[src/hdl/dnb_pkg.sv]
// Package for the dual notch biquad cascade: coefficient register map,
// reset values, sequencer term codes and the controller-to-datapath command.
// No dependencies.
package dnb_pkg;

    localparam int SAMPLE_BITS_DEF    = 16;
    localparam int COEF_FRAC_BITS_DEF = 14;

    localparam int COEF_W    = 16;
    localparam int REG_COUNT = 6;
    localparam int CFG_IDX_W = 3;

    // coefficient register indexes
    localparam logic [CFG_IDX_W-1:0] REG_FIRST_ZERO_GAIN    = 3'd0;
    localparam logic [CFG_IDX_W-1:0] REG_FIRST_COS_TERM     = 3'd1;
    localparam logic [CFG_IDX_W-1:0] REG_FIRST_POLE_SQUARE  = 3'd2;
    localparam logic [CFG_IDX_W-1:0] REG_SECOND_ZERO_GAIN   = 3'd3;
    localparam logic [CFG_IDX_W-1:0] REG_SECOND_COS_TERM    = 3'd4;
    localparam logic [CFG_IDX_W-1:0] REG_SECOND_POLE_SQUARE = 3'd5;

    // reset values, Q2.14
    localparam logic signed [COEF_W-1:0] RST_FIRST_ZERO_GAIN    = 16'sd16300;
    localparam logic signed [COEF_W-1:0] RST_FIRST_COS_TERM     = -16'sd31005;
    localparam logic signed [COEF_W-1:0] RST_FIRST_POLE_SQUARE  = 16'sd16217;
    localparam logic signed [COEF_W-1:0] RST_SECOND_ZERO_GAIN   = 16'sd16284;
    localparam logic signed [COEF_W-1:0] RST_SECOND_COS_TERM    = -16'sd30281;
    localparam logic signed [COEF_W-1:0] RST_SECOND_POLE_SQUARE = 16'sd16184;

    // product terms of one section
    localparam logic [1:0] TERM_ZERO = 2'd0;  // b0 * (x + x2)
    localparam logic [1:0] TERM_COS  = 2'd1;  // b1 * (x1 - y1)
    localparam logic [1:0] TERM_POLE = 2'd2;  // a2 * (-y2)

    localparam logic SEC_FIRST  = 1'b0;
    localparam logic SEC_SECOND = 1'b1;

    typedef struct packed {
        logic       start;     // capture the sample, clear the clip flag
        logic       sec;       // section being worked on
        logic [1:0] term;      // product term fed to the multiplier
        logic       mul_en;    // register a product
        logic       acc_load;  // accumulator = rounding constant + product
        logic       acc_add;   // accumulator += product
        logic       fin;       // shift, saturate, advance the section delays
        logic       out_load;  // load the result register
    } dnb_cmd_t;

endpackage

[src/hdl/dnb_ctrl.sv]
// Sequencer for the dual notch biquad cascade: steps one sample through
// both sections and owns the handshake flags. Depends on dnb_pkg.
module dnb_ctrl (
    input  logic            aclk,
    input  logic            aresetn,
    input  logic            s_valid,
    output logic            s_ready,
    output logic            m_valid,
    input  logic            m_ready,
    output dnb_pkg::dnb_cmd_t cmd
);

    localparam logic [2:0] ST_IDLE = 3'd0;
    localparam logic [2:0] ST_M0   = 3'd1;
    localparam logic [2:0] ST_M1   = 3'd2;
    localparam logic [2:0] ST_M2   = 3'd3;
    localparam logic [2:0] ST_ACC  = 3'd4;
    localparam logic [2:0] ST_FIN  = 3'd5;
    localparam logic [2:0] ST_DONE = 3'd6;

    logic [2:0] state_reg, state_next;
    logic       sec_reg, sec_next;
    logic       m_valid_reg, m_valid_next;

    always_ff @(posedge aclk) begin
        if (!aresetn) begin
            state_reg   <= ST_IDLE;
            sec_reg     <= dnb_pkg::SEC_FIRST;
            m_valid_reg <= 1'b0;
        end else begin
            state_reg   <= state_next;
            sec_reg     <= sec_next;
            m_valid_reg <= m_valid_next;
        end
    end

    always_comb begin
        state_next   = state_reg;
        sec_next     = sec_reg;
        cmd          = '0;
        cmd.sec      = sec_reg;
        cmd.term     = dnb_pkg::TERM_ZERO;
        m_valid_next = m_valid_reg && !m_ready;
        unique case (state_reg)
            ST_IDLE: begin
                if (s_valid) begin
                    cmd.start  = 1'b1;
                    sec_next   = dnb_pkg::SEC_FIRST;
                    state_next = ST_M0;
                end
            end
            ST_M0: begin
                cmd.term   = dnb_pkg::TERM_ZERO;
                cmd.mul_en = 1'b1;
                state_next = ST_M1;
            end
            ST_M1: begin
                cmd.term     = dnb_pkg::TERM_COS;
                cmd.mul_en   = 1'b1;
                cmd.acc_load = 1'b1;
                state_next   = ST_M2;
            end
            ST_M2: begin
                cmd.term    = dnb_pkg::TERM_POLE;
                cmd.mul_en  = 1'b1;
                cmd.acc_add = 1'b1;
                state_next  = ST_ACC;
            end
            ST_ACC: begin
                cmd.acc_add = 1'b1;
                state_next  = ST_FIN;
            end
            ST_FIN: begin
                cmd.fin = 1'b1;
                if (sec_reg == dnb_pkg::SEC_SECOND) begin
                    state_next = ST_DONE;
                end else begin
                    sec_next   = dnb_pkg::SEC_SECOND;
                    state_next = ST_M0;
                end
            end
            ST_DONE: begin
                // hold until the result register is free or being emptied
                if (!m_valid_reg || m_ready) begin
                    cmd.out_load = 1'b1;
                    m_valid_next = 1'b1;
                    state_next   = ST_IDLE;
                end
            end
            default: begin
                state_next = ST_IDLE;
            end
        endcase
    end

    assign s_ready = (state_reg == ST_IDLE);
    assign m_valid = m_valid_reg;

endmodule

[src/hdl/dnb_datapath.sv]
// Datapath for the dual notch biquad cascade: coefficient registers, shared
// multiplier and accumulator, section delay lines and result register.
// Depends on dnb_pkg.
module dnb_datapath #(
    parameter int SAMPLE_BITS    = dnb_pkg::SAMPLE_BITS_DEF,
    parameter int COEF_FRAC_BITS = dnb_pkg::COEF_FRAC_BITS_DEF
) (
    input  logic                                 aclk,
    input  logic                                 aresetn,
    input  dnb_pkg::dnb_cmd_t                    cmd,
    input  logic                                 cfg_wr_en,
    input  logic [dnb_pkg::CFG_IDX_W-1:0]        cfg_index,
    input  logic [dnb_pkg::COEF_W-1:0]           cfg_wdata,
    input  logic signed [SAMPLE_BITS-1:0]        sample_in,
    output logic signed [SAMPLE_BITS-1:0]        sample_out,
    output logic                                 clipped
);

    localparam int OP_W   = SAMPLE_BITS + 1;
    localparam int PROD_W = OP_W + dnb_pkg::COEF_W;
    localparam int ACC_W  = (SAMPLE_BITS + 19 > COEF_FRAC_BITS + 2)
                            ? SAMPLE_BITS + 19 : COEF_FRAC_BITS + 2;
    localparam logic signed [ACC_W-1:0] RND = ACC_W'(1) <<< (COEF_FRAC_BITS - 1);
    localparam logic signed [SAMPLE_BITS-1:0] SMAX = {1'b0, {(SAMPLE_BITS-1){1'b1}}};
    localparam logic signed [SAMPLE_BITS-1:0] SMIN = {1'b1, {(SAMPLE_BITS-1){1'b0}}};

    logic signed [dnb_pkg::COEF_W-1:0] coef_reg [dnb_pkg::REG_COUNT];

    // delay lines: index 0 previous, index 1 the one before
    logic signed [SAMPLE_BITS-1:0] s1_x0_reg, s1_x1_reg, s1_y0_reg, s1_y1_reg;
    logic signed [SAMPLE_BITS-1:0] s2_x0_reg, s2_x1_reg, s2_y0_reg, s2_y1_reg;
    logic signed [SAMPLE_BITS-1:0] x_reg;
    logic                          sat_reg;
    logic signed [PROD_W-1:0]      prod_reg;
    logic signed [ACC_W-1:0]       acc_reg;
    logic signed [SAMPLE_BITS-1:0] out_sample_reg;
    logic                          out_clip_reg;

    logic signed [SAMPLE_BITS-1:0] sec_x, sec_x0, sec_x1, sec_y0, sec_y1;
    logic signed [dnb_pkg::COEF_W-1:0] coef_sel;
    logic signed [OP_W-1:0]        op_sel;
    logic signed [ACC_W-1:0]       acc_shift;
    logic signed [SAMPLE_BITS-1:0] y_sat;
    logic                          y_over;

    always_ff @(posedge aclk) begin
        if (!aresetn) begin
            coef_reg[dnb_pkg::REG_FIRST_ZERO_GAIN]    <= dnb_pkg::RST_FIRST_ZERO_GAIN;
            coef_reg[dnb_pkg::REG_FIRST_COS_TERM]     <= dnb_pkg::RST_FIRST_COS_TERM;
            coef_reg[dnb_pkg::REG_FIRST_POLE_SQUARE]  <= dnb_pkg::RST_FIRST_POLE_SQUARE;
            coef_reg[dnb_pkg::REG_SECOND_ZERO_GAIN]   <= dnb_pkg::RST_SECOND_ZERO_GAIN;
            coef_reg[dnb_pkg::REG_SECOND_COS_TERM]    <= dnb_pkg::RST_SECOND_COS_TERM;
            coef_reg[dnb_pkg::REG_SECOND_POLE_SQUARE] <= dnb_pkg::RST_SECOND_POLE_SQUARE;
        end else if (cfg_wr_en && (cfg_index < dnb_pkg::CFG_IDX_W'(dnb_pkg::REG_COUNT))) begin
            coef_reg[cfg_index] <= cfg_wdata;
        end
    end

    // operands of the section in flight
    always_comb begin
        if (cmd.sec == dnb_pkg::SEC_SECOND) begin
            sec_x  = s1_y0_reg;  // first section output, already advanced
            sec_x0 = s2_x0_reg;
            sec_x1 = s2_x1_reg;
            sec_y0 = s2_y0_reg;
            sec_y1 = s2_y1_reg;
        end else begin
            sec_x  = x_reg;
            sec_x0 = s1_x0_reg;
            sec_x1 = s1_x1_reg;
            sec_y0 = s1_y0_reg;
            sec_y1 = s1_y1_reg;
        end
    end

    always_comb begin
        unique case (cmd.term)
            dnb_pkg::TERM_ZERO: begin
                coef_sel = (cmd.sec == dnb_pkg::SEC_SECOND)
                           ? coef_reg[dnb_pkg::REG_SECOND_ZERO_GAIN]
                           : coef_reg[dnb_pkg::REG_FIRST_ZERO_GAIN];
                op_sel   = OP_W'(sec_x) + OP_W'(sec_x1);
            end
            dnb_pkg::TERM_COS: begin
                coef_sel = (cmd.sec == dnb_pkg::SEC_SECOND)
                           ? coef_reg[dnb_pkg::REG_SECOND_COS_TERM]
                           : coef_reg[dnb_pkg::REG_FIRST_COS_TERM];
                op_sel   = OP_W'(sec_x0) - OP_W'(sec_y0);
            end
            default: begin
                coef_sel = (cmd.sec == dnb_pkg::SEC_SECOND)
                           ? coef_reg[dnb_pkg::REG_SECOND_POLE_SQUARE]
                           : coef_reg[dnb_pkg::REG_FIRST_POLE_SQUARE];
                op_sel   = -OP_W'(sec_y1);
            end
        endcase
    end

    // floor shift, then clamp to the sample range
    always_comb begin
        acc_shift = acc_reg >>> COEF_FRAC_BITS;
        y_over    = (acc_shift > ACC_W'(SMAX)) || (acc_shift < ACC_W'(SMIN));
        if (acc_shift > ACC_W'(SMAX)) begin
            y_sat = SMAX;
        end else if (acc_shift < ACC_W'(SMIN)) begin
            y_sat = SMIN;
        end else begin
            y_sat = acc_shift[SAMPLE_BITS-1:0];
        end
    end

    always_ff @(posedge aclk) begin
        if (!aresetn) begin
            s1_x0_reg <= '0;
            s1_x1_reg <= '0;
            s1_y0_reg <= '0;
            s1_y1_reg <= '0;
            s2_x0_reg <= '0;
            s2_x1_reg <= '0;
            s2_y0_reg <= '0;
            s2_y1_reg <= '0;
            sat_reg   <= 1'b0;
        end else begin
            if (cmd.start) begin
                sat_reg <= 1'b0;
            end else if (cmd.fin && y_over) begin
                sat_reg <= 1'b1;
            end
            if (cmd.fin) begin
                if (cmd.sec == dnb_pkg::SEC_SECOND) begin
                    s2_x1_reg <= s2_x0_reg;
                    s2_x0_reg <= sec_x;
                    s2_y1_reg <= s2_y0_reg;
                    s2_y0_reg <= y_sat;
                end else begin
                    s1_x1_reg <= s1_x0_reg;
                    s1_x0_reg <= sec_x;
                    s1_y1_reg <= s1_y0_reg;
                    s1_y0_reg <= y_sat;
                end
            end
        end
    end

    always_ff @(posedge aclk) begin
        if (cmd.start) begin
            x_reg <= sample_in;
        end
        if (cmd.mul_en) begin
            prod_reg <= PROD_W'(coef_sel) * PROD_W'(op_sel);
        end
        if (cmd.acc_load) begin
            acc_reg <= RND + ACC_W'(prod_reg);
        end else if (cmd.acc_add) begin
            acc_reg <= acc_reg + ACC_W'(prod_reg);
        end
        if (cmd.out_load) begin
            out_sample_reg <= s2_y0_reg;
            out_clip_reg   <= sat_reg;
        end
    end

    assign sample_out = out_sample_reg;
    assign clipped    = out_clip_reg;

endmodule

[src/hdl/dual_notch_biquad_cascade.sv]
// Top level of the dual notch biquad cascade: two Direct Form I notch
// sections on one shared multiply-accumulate unit.
// Depends on dnb_pkg, dnb_ctrl and dnb_datapath.
//
//  channel  | ports                              | direction
//  ---------+------------------------------------+----------
//  input    | s_valid s_ready s_sample_in        | in
//  result   | m_valid m_ready m_sample_out       | out
//           | m_clipped                          |
//  config   | cfg_wr_en cfg_index cfg_wdata      | in
//
// A sample passes the accept step, then for each section the steps on
// the single registered multiplier (three products, one trailing add, one
// shift-and-saturate step) and a last step that loads the result register.
// The result register parts the two sides: a new sample is taken while an
// earlier result still waits for its transfer; only the load of the next
// result holds until that transfer happens.
// Reset (aresetn, synchronous) clears all delay lines and restores the
// default mains-notch coefficients.
module dual_notch_biquad_cascade #(
    parameter int SAMPLE_BITS    = dnb_pkg::SAMPLE_BITS_DEF,
    parameter int COEF_FRAC_BITS = dnb_pkg::COEF_FRAC_BITS_DEF
) (
    input  logic                          aclk,
    input  logic                          aresetn,
    input  logic                          s_valid,
    output logic                          s_ready,
    input  logic signed [SAMPLE_BITS-1:0] s_sample_in,
    output logic                          m_valid,
    input  logic                          m_ready,
    output logic signed [SAMPLE_BITS-1:0] m_sample_out,
    output logic                          m_clipped,
    input  logic                          cfg_wr_en,
    input  logic [dnb_pkg::CFG_IDX_W-1:0] cfg_index,
    input  logic [dnb_pkg::COEF_W-1:0]    cfg_wdata
);

    dnb_pkg::dnb_cmd_t cmd;

    // sequencer: walks both sections, drives the handshake flags
    dnb_ctrl u_ctrl (
        .aclk    (aclk),
        .aresetn (aresetn),
        .s_valid (s_valid),
        .s_ready (s_ready),
        .m_valid (m_valid),
        .m_ready (m_ready),
        .cmd     (cmd)
    );

    // arithmetic, coefficients and filter state
    dnb_datapath #(
        .SAMPLE_BITS    (SAMPLE_BITS),
        .COEF_FRAC_BITS (COEF_FRAC_BITS)
    ) u_datapath (
        .aclk       (aclk),
        .aresetn    (aresetn),
        .cmd        (cmd),
        .cfg_wr_en  (cfg_wr_en),
        .cfg_index  (cfg_index),
        .cfg_wdata  (cfg_wdata),
        .sample_in  (s_sample_in),
        .sample_out (m_sample_out),
        .clipped    (m_clipped)
    );

    // a transfer in closes the input until the sample has run both sections
    assert property (@(posedge aclk) disable iff (!aresetn)
        (s_valid && s_ready) |=> !s_ready)
        else $error("input reopened straight after a transfer");

    assert property (@(posedge aclk) disable iff (!aresetn)
        (s_valid && s_ready) |-> ##11 !s_ready)
        else $error("sequencer finished a sample too early");

    // a fresh result appears only as the sequencer returns to idle
    assert property (@(posedge aclk) disable iff (!aresetn)
        $rose(m_valid) |-> s_ready)
        else $error("result loaded outside the end of a sample");

    // the start command only follows an input transfer
    assert property (@(posedge aclk) disable iff (!aresetn)
        cmd.start |-> (s_valid && s_ready))
        else $error("sample captured without a transfer");

endmodule
[config.mk]
export PLATFORM = sky130hd
export DESIGN_NAME = dual_notch_biquad_cascade
export DESIGN_NICKNAME = d
export VERILOG_FILES = /design/src/hdl/dnb_pkg.sv /design/src/hdl/dnb_ctrl.sv /design/src/hdl/dnb_datapath.sv /design/src/hdl/dual_notch_biquad_cascade.sv
export SDC_FILE = /design/constraint.sdc
export NUM_CORES = 2
export LEC_CHECK = 0
export ABC_AREA = 0
export BUFFER_PORTS_ARGS = -buffer_cell sky130_fd_sc_hd__buf_2
export CAP_MARGIN = 25
export CORE_UTILIZATION = 40
export CTS_CLUSTER_DIAMETER = 50
export DETAILED_ROUTE_END_ITERATION = 8
export HOLD_SLACK_MARGIN = 0.12
export PLACE_DENSITY = 0.59
export SYNTH_ARGS = -nofsm -noshare
export SYNTH_HDL_FRONTEND = slang
export SYNTH_SLANG_ARGS = --single-unit
[constraint.sdc]
create_clock -name aclk -period 13.2 [get_ports aclk]
set_clock_uncertainty 0.05 [all_clocks]
set_input_delay 1.32 -clock aclk [delete_from_list [all_inputs] [get_ports aclk]]
set_output_delay 1.32 -clock aclk [all_outputs]
set_load 0.02 [all_outputs]
==> Word level (Yosys, flattened, before mapping) <==
Memories as Yosys holds them, arrays and structs flattened.
Cells that the tools add are included.
{ "word_totals": {"ff_bits": 235, "ramBits": 96, "wordCells": 93, "n_memories": 1} }
{ "mem_list": {"columns": ["memory", "depth", "width", "rd", "rd_clocked_by_memory_dff", "write_ports", "line", "text"], "rows": [
  ["u_datapath.coef_reg", 6, 16, 6, 0, 6, "dnb_datapath.sv:27", "logic signed [dnb_pkg::COEF_W-1:0] coef_reg [dnb_pkg::REG_COUNT];"]
]} }
{ "classes": {"n_addsub": 5, "multipliers": 1, "magnitude_cmp": 3, "eq_ne": 9, "muxes": 37, "bitwise_logic": 2, "reduce_logical": 18} }
{ "ops": {"columns": ["op", "count"], "rows": [
  ["16-bit two-way mux", 11],
  ["35-bit two-way mux", 2],
  ["35-bit by 33-bit adder with 35-bit output", 1],
  ["15-bit by 33-bit adder with 34-bit output (first input constant)", 1],
  ["17-bit case mux with 2 select lines", 1],
  ["16-bit by 17-bit multiplier with 33-bit output", 1],
  ["16-bit case mux with 2 select lines", 1],
  ["21-bit by 16-bit greater-than comparator with 1-bit output (second input constant)", 1],
  ["21-bit by 16-bit less-than comparator with 1-bit output (second input constant)", 1],
  ["3-bit case mux with 7 select lines", 1],
  ["16-bit by 16-bit adder with 17-bit output", 1],
  ["16-bit negation with 17-bit output", 1],
  ["16-bit by 16-bit subtractor with 17-bit output", 1],
  ["16-bit OR reduction", 1],
  ["1-bit two-way mux", 15],
  ["3-bit two-way mux", 4],
  ["3-bit equality test (second input constant)", 3],
  ["3-bit case mux with 3 select lines", 1],
  ["2-bit AND reduction", 4],
  ["3-bit by 2-bit equality test with 1-bit output (second input constant)", 2],
  ["2-bit nonzero test", 2],
  ["2-bit OR reduction", 2],
  ["3-bit by 1-bit equality test with 1-bit output (second input constant)", 1],
  ["1-bit logical AND", 3],
  ["10 further kinds", 13]
]} }

==> Longest topological paths before layout <==
{ "depth": {"word_depth": 7, "depth_mapped": 44} }

==> Modules after synthesis <==
A second synthesis with hierarchy kept.
{ "hier_totals": {"hier_cells": 3021, "area_unflattened_um2": 28508.6} }
{ "by_module_without_submodules": {"columns": ["mod", "n_inst", "cells_each", "area_each_um2"], "rows": [
  ["dnb_datapath", 1, 2981, 28187.0],
  ["dnb_ctrl", 1, 40, 321.6]
]} }

==> Worst setup path before layout <==
OpenSTA, ideal clock, no wires.
{ "synth_timing": {"kind": "register to register", "from": "register u_ctrl.sec_reg", "to": "register u_datapath.prod_reg[26] (data pin)", "setup_time_ns": 0.263, "arrival_ns": 9.809, "t_required_ns": 12.887, "setup_slack_ns": 3.078, "stages_incl_launch_ff": 43, "path_buffers": 9, "path_cell_list": "dfxtp_1 buf_4 buf_6 buf_2 buf_2 buf_2 buf_2 buf_2 mux2i_1 inv_1 ha_1 a21o_1 a21oi_1 o21ai_1 a2111oi_2 o31ai_1 nand2_1 a21oi_1 [7 not listed] fa_1 inv_1 fa_1 fa_1 inv_1 fa_1 inv_1 ha_1 buf_2 a21o_1 a21o_1 a21o_1 a2111oi_0 o32ai_1 or2_1 a21o_1 a311oi_1 xnor2_1"} }
{ "synth_via": {"elab_chain_len": 4} }
{ "synth_rtl": {"columns": ["element", "line", "text"], "rows": [
  ["start: declaration", "dnb_ctrl.sv:22", "logic sec_reg, sec_next;"],
  ["start signal: assignment", "dnb_ctrl.sv:28", "sec_reg <= dnb_pkg::SEC_FIRST;"],
  ["start signal: assignment", "dnb_ctrl.sv:32", "sec_reg <= sec_next;"],
  ["16-bit two-way mux", "dnb_datapath.sv:61", "if (cmd.sec == dnb_pkg::SEC_SECOND) begin"],
  ["via u_datapath.sec_x[1]", "dnb_datapath.sv:39", "logic signed [SAMPLE_BITS-1:0] sec_x, sec_x0, sec_x1, sec_y0, sec_y1;"],
  ["16-bit by 16-bit adder with 17-bit output", "dnb_datapath.sv:82", "op_sel = OP_W'(sec_x) + OP_W'(sec_x1);"],
  ["17-bit case mux with 2 select lines", "dnb_datapath.sv:77", "unique case (cmd.term)"],
  ["16-bit by 17-bit multiplier with 33-bit output", "dnb_datapath.sv:150", "prod_reg <= PROD_W'(coef_sel) * PROD_W'(op_sel);"],
  ["end signal: assignment", "dnb_datapath.sv:150", null],
  ["end: declaration", "dnb_datapath.sv:34", "logic signed [PROD_W-1:0] prod_reg;"]
]} }
The timed path passes the listed nets, and every way through them passes these cells.
A chain may end at the register's enable or synchronous reset.

==> Final worst setup path <==
{ "layout_timing": {"from": "register u_ctrl.sec_reg", "to": "register u_datapath.prod_reg[32] (data pin)"} }
{ "layout_via": {"elab_chain_len": 4} }
{ "layout_rtl": {"columns": ["element", "line", "text"], "rows": [
  ["16-bit two-way mux", "dnb_datapath.sv:61", null],
  ["16-bit negation with 17-bit output (tied with other cells)", "dnb_datapath.sv:94", "op_sel = -OP_W'(sec_y1);"],
  ["17-bit case mux with 2 select lines", "dnb_datapath.sv:77", null],
  ["16-bit by 17-bit multiplier with 33-bit output (*)", "dnb_datapath.sv:150", null]
]} }
Mark *: on every way between the ends. The rest lies on a longest branch, timed or not.

==> run summary <==
The flow ran to the end, and the final reports show no timing, DRC or antenna violations. The number of primary I/O pins is 59. The initial antenna violation count is 0. The worst slack after detailed placement came out at 2560 ps. Clock-pin slew was measured on the worst setup and hold paths at 60 ps. The total routing resource utilization after global routing came out at 21.4%. Setup violations remaining at the end of the flow were counted as 0. The largest individual stage delay along the critical path comes from the cell sky130_fd_sc_hd__buf_4. The kind of critical path is reg2reg.

The mean instance size in the synthesized netlist is 9.43 µm². The clock period minus final worst setup slack came out at 10710 ps. After clock tree synthesis, the setup repair step added 0 buffers. The die width came out at 267 µm. The final routed wirelength across all metal layers is 74500 µm. For the pin with the worst max-slew slack, the measured transition is 1050 ps.

The share of the synthesized area in the top cell type came out at 21.1%. Setup repair after global routing left no endpoint under its margin. At the later pin of the worst-skew pair, clock insertion delay measures 590 ps. The effective utilization at floorplan came out at 40.6%. Detailed placement ended at an HPWL of 56700 µm. The number of flops mapped to enable cells by yosys is 197. The diode insertion count for antenna repair came out at 0. The pin count of the biggest net entering global routing came out at 111. Global routing consumed, on the met3 layer, 3.44% of the routing resources. The worst path arrival time came out at 11070 ps. On the final layout, the worst hold slack is 402 ps. The post-synth net total came out at 3440. On the worst path, the slowest cell contributes a delay of 730 ps. The H-tree was split into 2 levels.

Port buffering added 58 buffers. The smallest setup slack after layout came out at 2490 ps. The number of filler cells placed in the layout came out at 6632. The final net count is 3472.

After detailed routing, the average wire length per cell comes to 18.7 µm. The root buffer cell chosen for the clock tree is sky130_fd_sc_hd__clkbuf_16. The DRC violations left came out at 0.

The total clock sinks is 331. The distinct cell type count after synthesis came out at 83. STA classifies the critical path startpoint as a flop. The via count of the routed design is 21300. The number of global-route vias before repair is 21500.

The total standard cell area after synthesis is 28000 µm². In the post-synthesis netlist, the biggest area contributors are sky130_fd_sc_hd__edfxtp_1, sky130_fd_sc_hd__fa_1, sky130_fd_sc_hd__dfxtp_1, sky130_fd_sc_hd__ha_1, sky130_fd_sc_hd__nand2_1. The number of core rows came out at 96. The share of post-route cells with drive strength above 1 is 9.37%. Counting instances in the post-synthesis netlist gives the leading cell types as sky130_fd_sc_hd__nand2_1, sky130_fd_sc_hd__inv_1, sky130_fd_sc_hd__nor2_1. The final-report hold violation count is 0. The met1 layer usage reported by global route came out at 28.3%. The final critical path takes up 81.2% of the cycle. The standard cell core area came out at 68900 µm². The overall overflow remaining after global route came out at 0.

The average via count per standard cell is 5.35. The count of nets left with antenna violations once routing finished came out at 0. The height of the die is 267 µm. The share of flip-flops with an asynchronous set or reset after synthesis came out at 0%.

Summed over all failing endpoints, the final setup total negative slack is 0 ps. sky130_fd_sc_hd__nand2_1 is the most common cell in the netlist. The synthesized design spends more area on one cell type than any other, namely sky130_fd_sc_hd__edfxtp_1. The min-delay analysis places its worst path in the category reg2reg. The number of buffers added to fix hold violations after cts is 0. The post-synthesis sequential element count came out at 331.

The endpoint required time on the critical path is 13560 ps. The flip-flop count of the largest register, all copies and words added is 96. The sequential-to-total area share from yosys stat is 30.7%. The relative slew slack is 29.8%. Post-CTS repair changed the size of 0 cells. The critical-path maximum fanout came out at 58. STA classifies the critical path endpoint as a flop. The initial DRC count is 1471. The floorplan step defined a die boundary enclosing 71000 µm². The area growth from synthesis to layout came out at 11.0%. Counting stages on the worst path, the most repeated cell is sky130_fd_sc_hd__fa_1. The total number of yosys warnings came out at 0. At the end of routability-driven placement, the weighted congestion stood at 0.917. The highest clock rate is 93.3 MHz.

The number of clock buffers added by TritonCTS is 48. The max-cap check violation count is 0. The first global-routing pass estimated 119000 µm of wire. The total iterations of the first detailed-routing run is 5. The gate count after technology mapping is 2969. The met2 track utilization from global routing is 35.5%.

In the synthesized netlist the dominant register cell turns out to be sky130_fd_sc_hd__edfxtp_1. Measured on the finished design, the core utilization comes to 45.1%. The layer flagged by global routing as most heavily used is met2.

The number of buffers on the longest clock path came out at 3. TritonCTS built the clock tree. The max-slew violation total from the final report came out at 0.
worst max-delay path: cells and delay by family, from the launching register on:
| kind | cells | cell delay, ps |
|---|---|---|
| adders and majority gates | 8 | 3520 |
| AOI/OAI and AO/OA | 15 | 3480 |
| and+or+nand+nor | 3 | 1500 |
| buffers and inverters | 4 | 870 |
| DFF | 1 | 670 |
| muxes | 1 | 410 |
area by class of cell:
type | instances | area [µm²] | area share (%)
multi-input cells | 2135 | 17500 | 56.4
flip-flops and latches | 331 | 8600 | 27.7
inverters | 380 | 1430 | 4.59
clock buffers | 54 | 1280 | 4.11
well taps | 931 | 1160 | 3.75
repair buffers | 105 | 679 | 2.19
clock inverters | 36 | 394 | 1.27
cell families after synthesis:
group,synth area share [%]
xor gates and xnor gates,3.32
AOI/OAI and AO/OA,12.0
buffers and inverters,6.88
and+or+nand+nor,15.3
DFF,30.7
adders and majority gates,26.8
muxes,5.00
layer usage:
layer  part of all wire [%]  routed length, µm
met1                     43              31800
met2                     48              35700
met3                    5.9               4400
met4                    3.4               2500
met5                      0                  0
cell usage in the layout (no fill, tap or decap), types with 49 or more instances in the layout:
master,count
sky130_fd_sc_hd__buf_2,57
sky130_fd_sc_hd__dfxtp_1,132
sky130_fd_sc_hd__fa_1,280
sky130_fd_sc_hd__edfxtp_1,197
sky130_fd_sc_hd__clkbuf_16,50
sky130_fd_sc_hd__xnor2_1,62
sky130_fd_sc_hd__ha_1,151
sky130_fd_sc_hd__a21oi_1,120
sky130_fd_sc_hd__mux2i_1,67
sky130_fd_sc_hd__nand2_1,420
sky130_fd_sc_hd__nand2b_1,49
sky130_fd_sc_hd__inv_1,379
sky130_fd_sc_hd__a21boi_0,50
sky130_fd_sc_hd__mux2_2,51
sky130_fd_sc_hd__nor2_1,308
worst paths after layout:
| kind | from | end | slack [ps] | cells after the start |
|---|---|---|---|---|
| min reg2reg | u_datapath.s1_x1_reg[6] | u_datapath.s1_x1_reg[6] | 400 | 2 |
| max reg2reg | u_ctrl.sec_reg | u_datapath.prod_reg[32] | 2490 | 31 |
| min | u_datapath.s1_x1_reg[6] | u_datapath.s1_x1_reg[6] | 400 | 2 |
| max | u_ctrl.sec_reg | u_datapath.prod_reg[32] | 2490 | 31 |
through the flow:
stage	instance area, µm²	instances
2_1_floorplan	28000	2969
3_3_place_gp	29300	3875
3_5_place_dp	29300	3877
4_1_cts	31000	3967
5_1_grt	31100	3972
6_report	31100	3972
Power is left out: the tool's default activity adds up to more than one toggle a clock period on the data nets, which glitch-free logic cannot reach.
